$ cat config.mk
export PLATFORM = sky130hd
export DESIGN_NAME = md5_message_digest
export DESIGN_NICKNAME = d
export VERILOG_FILES = /design/src/rtl/core/md5_pkg.sv /design/src/rtl/core/md5_message_digest.sv
export SDC_FILE = /design/constraint.sdc
export NUM_CORES = 2
export LEC_CHECK = 0
export ABC_CLOCK_PERIOD_IN_PS = 12600
export BUFFER_PORTS_ARGS = -buffer_cell sky130_fd_sc_hd__buf_2
export CAP_MARGIN = 25
export CORE_MARGIN = 3
export CORE_UTILIZATION = 25
export DETAILED_ROUTE_END_ITERATION = 8
export GPL_TIMING_DRIVEN = 0
export PLACE_DENSITY = 0.39
export SLEW_MARGIN = 0
export SYNTH_ARGS = -nofsm -noshare
export SYNTH_HDL_FRONTEND = slang
export SYNTH_SLANG_ARGS = --single-unit
$ cat constraint.sdc
create_clock -name clk_i -period 12.6 [get_ports clk_i]
set_input_delay 0 -clock clk_i [delete_from_list [all_inputs] [get_ports clk_i]]
set_output_delay 0 -clock clk_i [all_outputs]
set_load 0.01 [all_outputs]
$ cat src/rtl/core/md5_pkg.sv
// MD5 package: sequencer states, initial chaining words and round tables.
package md5_pkg;

  typedef enum logic [2:0] {
    ST_IDLE,
    ST_ROUND,
    ST_ADD,
    ST_PAD2,
    ST_OUT
  } state_e;

  localparam logic [31:0] IV_A = 32'h67452301;
  localparam logic [31:0] IV_B = 32'hefcdab89;
  localparam logic [31:0] IV_C = 32'h98badcfe;
  localparam logic [31:0] IV_D = 32'h10325476;
  localparam logic [7:0]  PAD_BYTE = 8'h80;
  localparam logic        OP_ABSORB = 1'b0;
  localparam logic        OP_FINISH = 1'b1;

  function automatic logic [31:0] round_const(input logic [5:0] r);
    logic [31:0] k;
    unique case (r)
      6'd0: k = 32'hd76aa478;  6'd1: k = 32'he8c7b756;  6'd2: k = 32'h242070db;
      6'd3: k = 32'hc1bdceee;  6'd4: k = 32'hf57c0faf;  6'd5: k = 32'h4787c62a;
      6'd6: k = 32'ha8304613;  6'd7: k = 32'hfd469501;  6'd8: k = 32'h698098d8;
      6'd9: k = 32'h8b44f7af;  6'd10: k = 32'hffff5bb1; 6'd11: k = 32'h895cd7be;
      6'd12: k = 32'h6b901122; 6'd13: k = 32'hfd987193; 6'd14: k = 32'ha679438e;
      6'd15: k = 32'h49b40821; 6'd16: k = 32'hf61e2562; 6'd17: k = 32'hc040b340;
      6'd18: k = 32'h265e5a51; 6'd19: k = 32'he9b6c7aa; 6'd20: k = 32'hd62f105d;
      6'd21: k = 32'h02441453; 6'd22: k = 32'hd8a1e681; 6'd23: k = 32'he7d3fbc8;
      6'd24: k = 32'h21e1cde6; 6'd25: k = 32'hc33707d6; 6'd26: k = 32'hf4d50d87;
      6'd27: k = 32'h455a14ed; 6'd28: k = 32'ha9e3e905; 6'd29: k = 32'hfcefa3f8;
      6'd30: k = 32'h676f02d9; 6'd31: k = 32'h8d2a4c8a; 6'd32: k = 32'hfffa3942;
      6'd33: k = 32'h8771f681; 6'd34: k = 32'h6d9d6122; 6'd35: k = 32'hfde5380c;
      6'd36: k = 32'ha4beea44; 6'd37: k = 32'h4bdecfa9; 6'd38: k = 32'hf6bb4b60;
      6'd39: k = 32'hbebfbc70; 6'd40: k = 32'h289b7ec6; 6'd41: k = 32'heaa127fa;
      6'd42: k = 32'hd4ef3085; 6'd43: k = 32'h04881d05; 6'd44: k = 32'hd9d4d039;
      6'd45: k = 32'he6db99e5; 6'd46: k = 32'h1fa27cf8; 6'd47: k = 32'hc4ac5665;
      6'd48: k = 32'hf4292244; 6'd49: k = 32'h432aff97; 6'd50: k = 32'hab9423a7;
      6'd51: k = 32'hfc93a039; 6'd52: k = 32'h655b59c3; 6'd53: k = 32'h8f0ccc92;
      6'd54: k = 32'hffeff47d; 6'd55: k = 32'h85845dd1; 6'd56: k = 32'h6fa87e4f;
      6'd57: k = 32'hfe2ce6e0; 6'd58: k = 32'ha3014314; 6'd59: k = 32'h4e0811a1;
      6'd60: k = 32'hf7537e82; 6'd61: k = 32'hbd3af235; 6'd62: k = 32'h2ad7d2bb;
      default: k = 32'heb86d391;
    endcase
    return k;
  endfunction

  function automatic logic [4:0] rot_amount(input logic [3:0] i);
    logic [4:0] s;
    unique case (i)
      4'd0: s = 5'd7;   4'd1: s = 5'd12;  4'd2: s = 5'd17;  4'd3: s = 5'd22;
      4'd4: s = 5'd5;   4'd5: s = 5'd9;   4'd6: s = 5'd14;  4'd7: s = 5'd20;
      4'd8: s = 5'd4;   4'd9: s = 5'd11;  4'd10: s = 5'd16; 4'd11: s = 5'd23;
      4'd12: s = 5'd6;  4'd13: s = 5'd10; 4'd14: s = 5'd15; default: s = 5'd21;
    endcase
    return s;
  endfunction

endpackage

$ cat src/rtl/core/md5_message_digest.sv
// MD5 message digest: byte absorber with an iterative one-round-per-cycle compressor.
//
// Input channel: one item per transfer, opcode_i selects absorb (data_byte_i
// is packed little-endian into the 64-byte block) or finish. Output channel:
// one digest transfer per finish, four little-endian words.
// An absorb that does not complete a block leaves the input ready for the
// next byte. The 64th byte of a block starts the compressor: one round per
// cycle through a single shared adder/rotate round unit, then the chaining
// add, and the input waits until that add is done. A finish runs one
// compression, or two when 8 bytes or fewer of room remain, then holds the
// digest until it is taken.
// in_ready_o is low while compressing and while a digest waits; a stalled
// receiver therefore stalls the input side too.
// Reset (rst_ni low) restores the initial chaining words and a zero byte
// count; the message block needs no clearing since each word is rewritten
// from its first byte lane before use, and finish zeroes the tail.
// After a digest transfer the block is back at the initial state.
module md5_message_digest (
  input  logic        clk_i,
  input  logic        rst_ni,
  input  logic        in_valid_i,
  output logic        in_ready_o,
  input  logic        opcode_i,
  input  logic [7:0]  data_byte_i,
  output logic        out_valid_o,
  input  logic        out_ready_i,
  output logic [31:0] digest_word_a_o,
  output logic [31:0] digest_word_b_o,
  output logic [31:0] digest_word_c_o,
  output logic [31:0] digest_word_d_o
);

  md5_pkg::state_e state_q, state_d;
  logic [31:0] blk_q [16];
  logic [31:0] h_q [4];
  logic [31:0] a_q, b_q, c_q, d_q;
  logic [63:0] cnt_q;
  logic [5:0]  rnd_q;
  logic        fin_q;   // compression belongs to a finish
  logic        pad2_q;  // a length-only block follows

  logic        acc;
  logic [5:0]  pos;
  assign acc = in_valid_i & in_ready_o;
  assign pos = cnt_q[5:0];

  // Round unit
  logic [1:0]  stage;
  logic [31:0] f;
  logic [3:0]  g;
  logic [31:0] sum, rot, newb;
  logic [4:0]  s;
  always_comb begin
    stage = rnd_q[5:4];
    unique case (stage)
      2'd0: begin f = d_q ^ (b_q & (c_q ^ d_q)); g = rnd_q[3:0]; end
      2'd1: begin
        f = c_q ^ (d_q & (b_q ^ c_q));
        g = 4'(({rnd_q[3:0], 2'b00}) + rnd_q[3:0] + 4'd1);
      end
      2'd2: begin
        f = b_q ^ c_q ^ d_q;
        g = 4'(({rnd_q[3:0], 1'b0}) + rnd_q[3:0] + 4'd5);
      end
      default: begin
        f = c_q ^ (b_q | ~d_q);
        g = 4'(({rnd_q[3:0], 3'b000}) - rnd_q[3:0]);
      end
    endcase
    sum = a_q + f + md5_pkg::round_const(rnd_q) + blk_q[g];
    s = md5_pkg::rot_amount({stage, rnd_q[1:0]});
    rot = (sum << s) | (sum >> (6'd32 - {1'b0, s}));
    newb = b_q + rot;
  end

  // Next state
  always_comb begin
    state_d = state_q;
    unique case (state_q)
      md5_pkg::ST_IDLE:
        if (acc && (opcode_i == md5_pkg::OP_FINISH || pos == 6'd63))
          state_d = md5_pkg::ST_ROUND;
      md5_pkg::ST_ROUND: if (rnd_q == 6'd63) state_d = md5_pkg::ST_ADD;
      md5_pkg::ST_ADD:
        if (pad2_q) state_d = md5_pkg::ST_PAD2;
        else if (fin_q) state_d = md5_pkg::ST_OUT;
        else state_d = md5_pkg::ST_IDLE;
      md5_pkg::ST_PAD2: state_d = md5_pkg::ST_ROUND;
      md5_pkg::ST_OUT: if (out_ready_i) state_d = md5_pkg::ST_IDLE;
      default: state_d = md5_pkg::ST_IDLE;
    endcase
  end

  // Outputs
  always_comb begin
    in_ready_o  = (state_q == md5_pkg::ST_IDLE);
    out_valid_o = (state_q == md5_pkg::ST_OUT);
  end
  assign digest_word_a_o = h_q[0];
  assign digest_word_b_o = h_q[1];
  assign digest_word_c_o = h_q[2];
  assign digest_word_d_o = h_q[3];

  always_ff @(posedge clk_i or negedge rst_ni) begin
    if (!rst_ni) begin
      state_q <= md5_pkg::ST_IDLE;
      h_q[0] <= md5_pkg::IV_A;
      h_q[1] <= md5_pkg::IV_B;
      h_q[2] <= md5_pkg::IV_C;
      h_q[3] <= md5_pkg::IV_D;
      cnt_q <= '0;
      rnd_q <= '0;
      fin_q <= 1'b0;
      pad2_q <= 1'b0;
    end else begin
      state_q <= state_d;
      unique case (state_q)
        md5_pkg::ST_IDLE:
          if (acc) begin
            rnd_q <= '0;
            if (opcode_i == md5_pkg::OP_FINISH) begin
              fin_q <= 1'b1;
              pad2_q <= (pos >= 6'd56);
            end else begin
              fin_q <= 1'b0;
              pad2_q <= 1'b0;
              cnt_q <= cnt_q + 64'd1;
            end
          end
        md5_pkg::ST_ROUND: rnd_q <= rnd_q + 6'd1;
        md5_pkg::ST_ADD: begin
          h_q[0] <= h_q[0] + a_q;
          h_q[1] <= h_q[1] + b_q;
          h_q[2] <= h_q[2] + c_q;
          h_q[3] <= h_q[3] + d_q;
          pad2_q <= 1'b0;
        end
        md5_pkg::ST_PAD2: rnd_q <= '0;
        md5_pkg::ST_OUT:
          if (out_ready_i) begin
            h_q[0] <= md5_pkg::IV_A;
            h_q[1] <= md5_pkg::IV_B;
            h_q[2] <= md5_pkg::IV_C;
            h_q[3] <= md5_pkg::IV_D;
            cnt_q <= '0;
            fin_q <= 1'b0;
          end
        default: ;
      endcase
    end
  end

  // Working registers and message block
  always_ff @(posedge clk_i) begin
    unique case (state_q)
      md5_pkg::ST_IDLE:
        if (acc) begin
          a_q <= h_q[0];
          b_q <= h_q[1];
          c_q <= h_q[2];
          d_q <= h_q[3];
          if (opcode_i == md5_pkg::OP_ABSORB) begin
            if (pos[1:0] == 2'd0) blk_q[pos[5:2]] <= {24'd0, data_byte_i};
            else blk_q[pos[5:2]][pos[1:0]*8 +: 8] <= data_byte_i;
          end else begin
            for (int w = 0; w < 16; w++) begin
              if (4'(w) == pos[5:2]) begin
                if (pos[1:0] == 2'd0) blk_q[w] <= {24'd0, md5_pkg::PAD_BYTE};
                else blk_q[w][pos[1:0]*8 +: 8] <= md5_pkg::PAD_BYTE;
              end else if (4'(w) > pos[5:2]) begin
                blk_q[w] <= '0;
              end
            end
            // length goes in now unless a second block carries it
            if (pos < 6'd56) begin
              blk_q[14] <= {cnt_q[28:0], 3'b000};
              blk_q[15] <= cnt_q[60:29];
            end
          end
        end
      md5_pkg::ST_ROUND: begin
        a_q <= d_q;
        b_q <= newb;
        c_q <= b_q;
        d_q <= c_q;
      end
      md5_pkg::ST_PAD2: begin
        a_q <= h_q[0];
        b_q <= h_q[1];
        c_q <= h_q[2];
        d_q <= h_q[3];
        for (int w = 0; w < 14; w++) blk_q[w] <= '0;
        blk_q[14] <= {cnt_q[28:0], 3'b000};
        blk_q[15] <= cnt_q[60:29];
      end
      default: ;
    endcase
  end

endmodule

==> results.md <==
- Root buffer cell: clkbuf_16
- WP data required: around 13 ns
- Final ANT Viol Nets: 0
- Type of origin of the critical path: register
- Asr flop ratio synth: 0.238
- Max Slew Vio Count: 0
- Slew @ Worst Pin: 1.36 ns
- GPL Wtd Cong: 0.932
- EDFF count, synth: 608
- Setup Viol. Count Final: 0
- DRC viols: 0
- Worst min-delay path class: input pin to register
- Maximum fanout along the worst path: 10
- Netlist cell types: 106
- Synth warn: 0
- Most used routing layer in global routing: met2
- GR Util All Layers: 0.232
- Crit path DAT: 12.81 ns
- Clock Latency Late Sink: around 0.8 ns
- Area delta synth->final: 17.0%
- Met1 Use GR: 0.343
- GRT overflow: 0
- Buffer depth of the longest clock path: 3
- Post-synthesis cell count: 5,843
- Peak Freq: 0.0819 GHz
- CP max stage delay: about 0.79 ns
- Clk sinks: 840
- Layout Skew: 0.0758 ns
- First-pass GRT wire length: 382 mm
- Syn_nets: between 6,000 and 7,000
- Final #Nets: 6,505
- Max-cap violation count: 0
- CP dominant cell by count: fa_1
- Final hold violations: 0
- Fin crit period: 12.21 ns
- Num ports: 143
- Vias: 49,600
- Drt pass-1 iters: 7
- Starting Density: 0.252
- PortBufs: 140
- Fin Hold WS: 0.272 ns
- Tcrit/Tclk final: 0.969
- Seq/Total Area, Yosys: 0.426
- Initial drt markers: slightly below 6,000
- Clock-pin transition on the worst setup and hold timing paths: roughly 0.06 ns
- Cell Rows: roughly 170
- Vias in the first global route: 47,400
- Cts bufs inserted: 106
- Area of the die: 231,000 µm²
- Main synth FF type: edfxtp_1
- Die width: roughly 480 µm
- GR Layer Usage met3: 0.0350
- Vias per inst: ~5.3
- Met2 usage in global routing: 0.353
- RSZ-0062 raised after global routing: false
- Type of the worst setup path: register to register
- Relative slew slack: 0.0930
- Largest net degree at the start of global routing: 74
- Fin util: 0.295
- Status: finished, final reports clean
- Slowest CP cell: a31oi_1
- CP Capture Type: register
- Number of H-tree levels: 3
- Syn Area/Cell: 9.64 µm²
- Wirelength, routed: 275 mm
- Die Ht: 481 µm
- Core ar.: 223,000 µm²
- Initial antenna violation count: 16
- FILL cells: 23,600
- Share of post-route cells with drive strength above 1: 0.123
- Seq cells post-synth: 840
- CTS tree: done
- Number of buffers and inverters on the critical path: 8
- WL per Instance: 29.6 µm
- HPWL after DPL: 213 mm
- Family with the most delay on the worst path: compound AO/OA/AOI/OAI gates
- Mapped Area: about 56,000 µm²
-- layout make-up --
type / count / area [µm²] / area share
flip-flops and latches: 840 / 24000 / 0.364
multi-input cells: 4429 / 30300 / 0.459
diodes: 11 / 27.5 / 0.000418
repair buffers: 258 / 1990 / 0.0303
clock inverters: 49 / 614 / 0.00933
plain buffers: 378 / 1540 / 0.0234
well taps: 2975 / 3720 / 0.0565
inverters: 195 / 744 / 0.0113
clock buffers: 151 / 2970 / 0.0451
-- routing by layer --
layer | wire, µm | vias to the layer above
met5 | 0 | -
met4 | 6730 | 0
met3 | 19200 | 317
met2 | 121000 | 2031
met1 | 129000 | 25300
li1 | - | 21900
-- repair_timing --
action | 4_1_cts | 5_1_grt
gates resized for setup | 27 | 65
hold endpoints to repair | 185 | 0
hold buffers | 15 | 0
setup buffers | 1 | 4
pin swaps | 1 | 0
endpoints found under the setup margin | 11 | 15
-- per-stage QoR --
| stage | setup WS, ns | instance area, µm² | cells | setup TNS, ns |
|---|---|---|---|---|
| 5_1_grt | 0.0202 | 65800 | 9276 | 0 |
| 6_report | 0.389 | 65900 | 9286 | 0 |
| 2_1_floorplan | 3.08 | 56300 | 5843 | 0 |
| 4_1_cts | 0.00634 | 65600 | 9264 | 0 |
| 3_3_place_gp | -1.81 | 60700 | 8958 | -26.51 |
| 3_5_place_dp | -0.631 | 61800 | 9049 | -2.88 |
-- sequential cells by signal, summed over array words and instances, names as in the netlist, 3 cells and up --
| signal | count |
|---|---|
| a_q | 32 |
| digest_word_b_o | 32 |
| digest_word_c_o | 32 |
| cnt_q | 61 |
| d_q | 32 |
| state_q | 3 |
| blk_q | 512 |
| c_q | 32 |
| b_q | 32 |
| digest_word_d_o | 32 |
| digest_word_a_o | 32 |
| rnd_q | 6 |
-- path summary, 6_finish.rpt --
kind                                        to  slack (ns)  cells past startpoint   startpoint
max                                    b_q[31]        0.39                     38     rnd_q[4]
min                                 state_q[2]        0.27                      3  out_ready_i
max reg2reg                            b_q[31]        0.39                     38     rnd_q[4]
min reg2reg                        blk_q[0][0]        0.46                      2  blk_q[0][0]
max in group asynchronous            cnt_q[45]       10.98                      5       rst_ni
min in group asynchronous  digest_word_c_o[17]        0.49                      3       rst_ni
-- tightest hold or removal path, delay by kind of cell --
kind / cells / cell delay [ns]
AO/OA/AOI/OAI: 1 / 0.12
buffers and inverters: 2 / 0.85
-- synthesized netlist by cell type, types with 40 or more instances --
| library cell | number | area (µm²) |
|---|---|---|
| nor3_1 | 86 | 430 |
| mux2_2 | 40 | 450 |
| mux2i_1 | 98 | 981 |
| and3_1 | 49 | 307 |
| o21ai_0 | 537 | 2690 |
| nand3_1 | 133 | 666 |
| edfxtp_1 | 608 | 18300 |
| a21o_1 | 117 | 878 |
| nand2_1 | 798 | 3000 |
| and2_1 | 353 | 2210 |
| xnor2_1 | 135 | 1180 |
| a31oi_1 | 81 | 507 |
| dfrtp_1 | 136 | 3400 |
| nor2_1 | 388 | 1460 |
| buf_1 | 41 | 154 |
| mux4_2 | 135 | 3040 |
| a211oi_1 | 60 | 450 |
| xor2_1 | 125 | 1090 |
| fa_1 | 68 | 1360 |
| nor2b_1 | 88 | 551 |
| nand2b_1 | 40 | 250 |
| ha_1 | 216 | 2700 |
| clkbuf_1 | 312 | 1170 |
| dfstp_2 | 64 | 1680 |
| o211ai_1 | 48 | 360 |
| inv_1 | 190 | 713 |
| a21oi_1 | 408 | 2040 |
-- cell usage in the layout (no fill, tap or decap), drive strengths merged, types with 136 or more instances in the layout --
master and count:
o21ai 549, dfrtp 136, clkbuf 462, buf 306, nand2 798, a21oi 411
nor2 388, xnor2 136, ha 216, edfxtp 608, inv 196, and2 354
-- logic make-up (layout without fill, tap and decap cells) --
kind of cell | after synthesis | in the layout | synth area share
flops | 840 | 840 | 0.426
mux | 273 | 273 | 0.0794
xor+xnor | 263 | 263 | 0.0416
simple gates | 2042 | 2042 | 0.171
other cells | 0 | 11 | 0
buf+inv | 574 | 1031 | 0.0392
fa+ha+maj | 284 | 284 | 0.0722
compound gates | 1567 | 1567 | 0.171
Power is left out: the tool's default activity adds up to more than one toggle a clock period on the data nets, which glitch-free logic cannot reach.
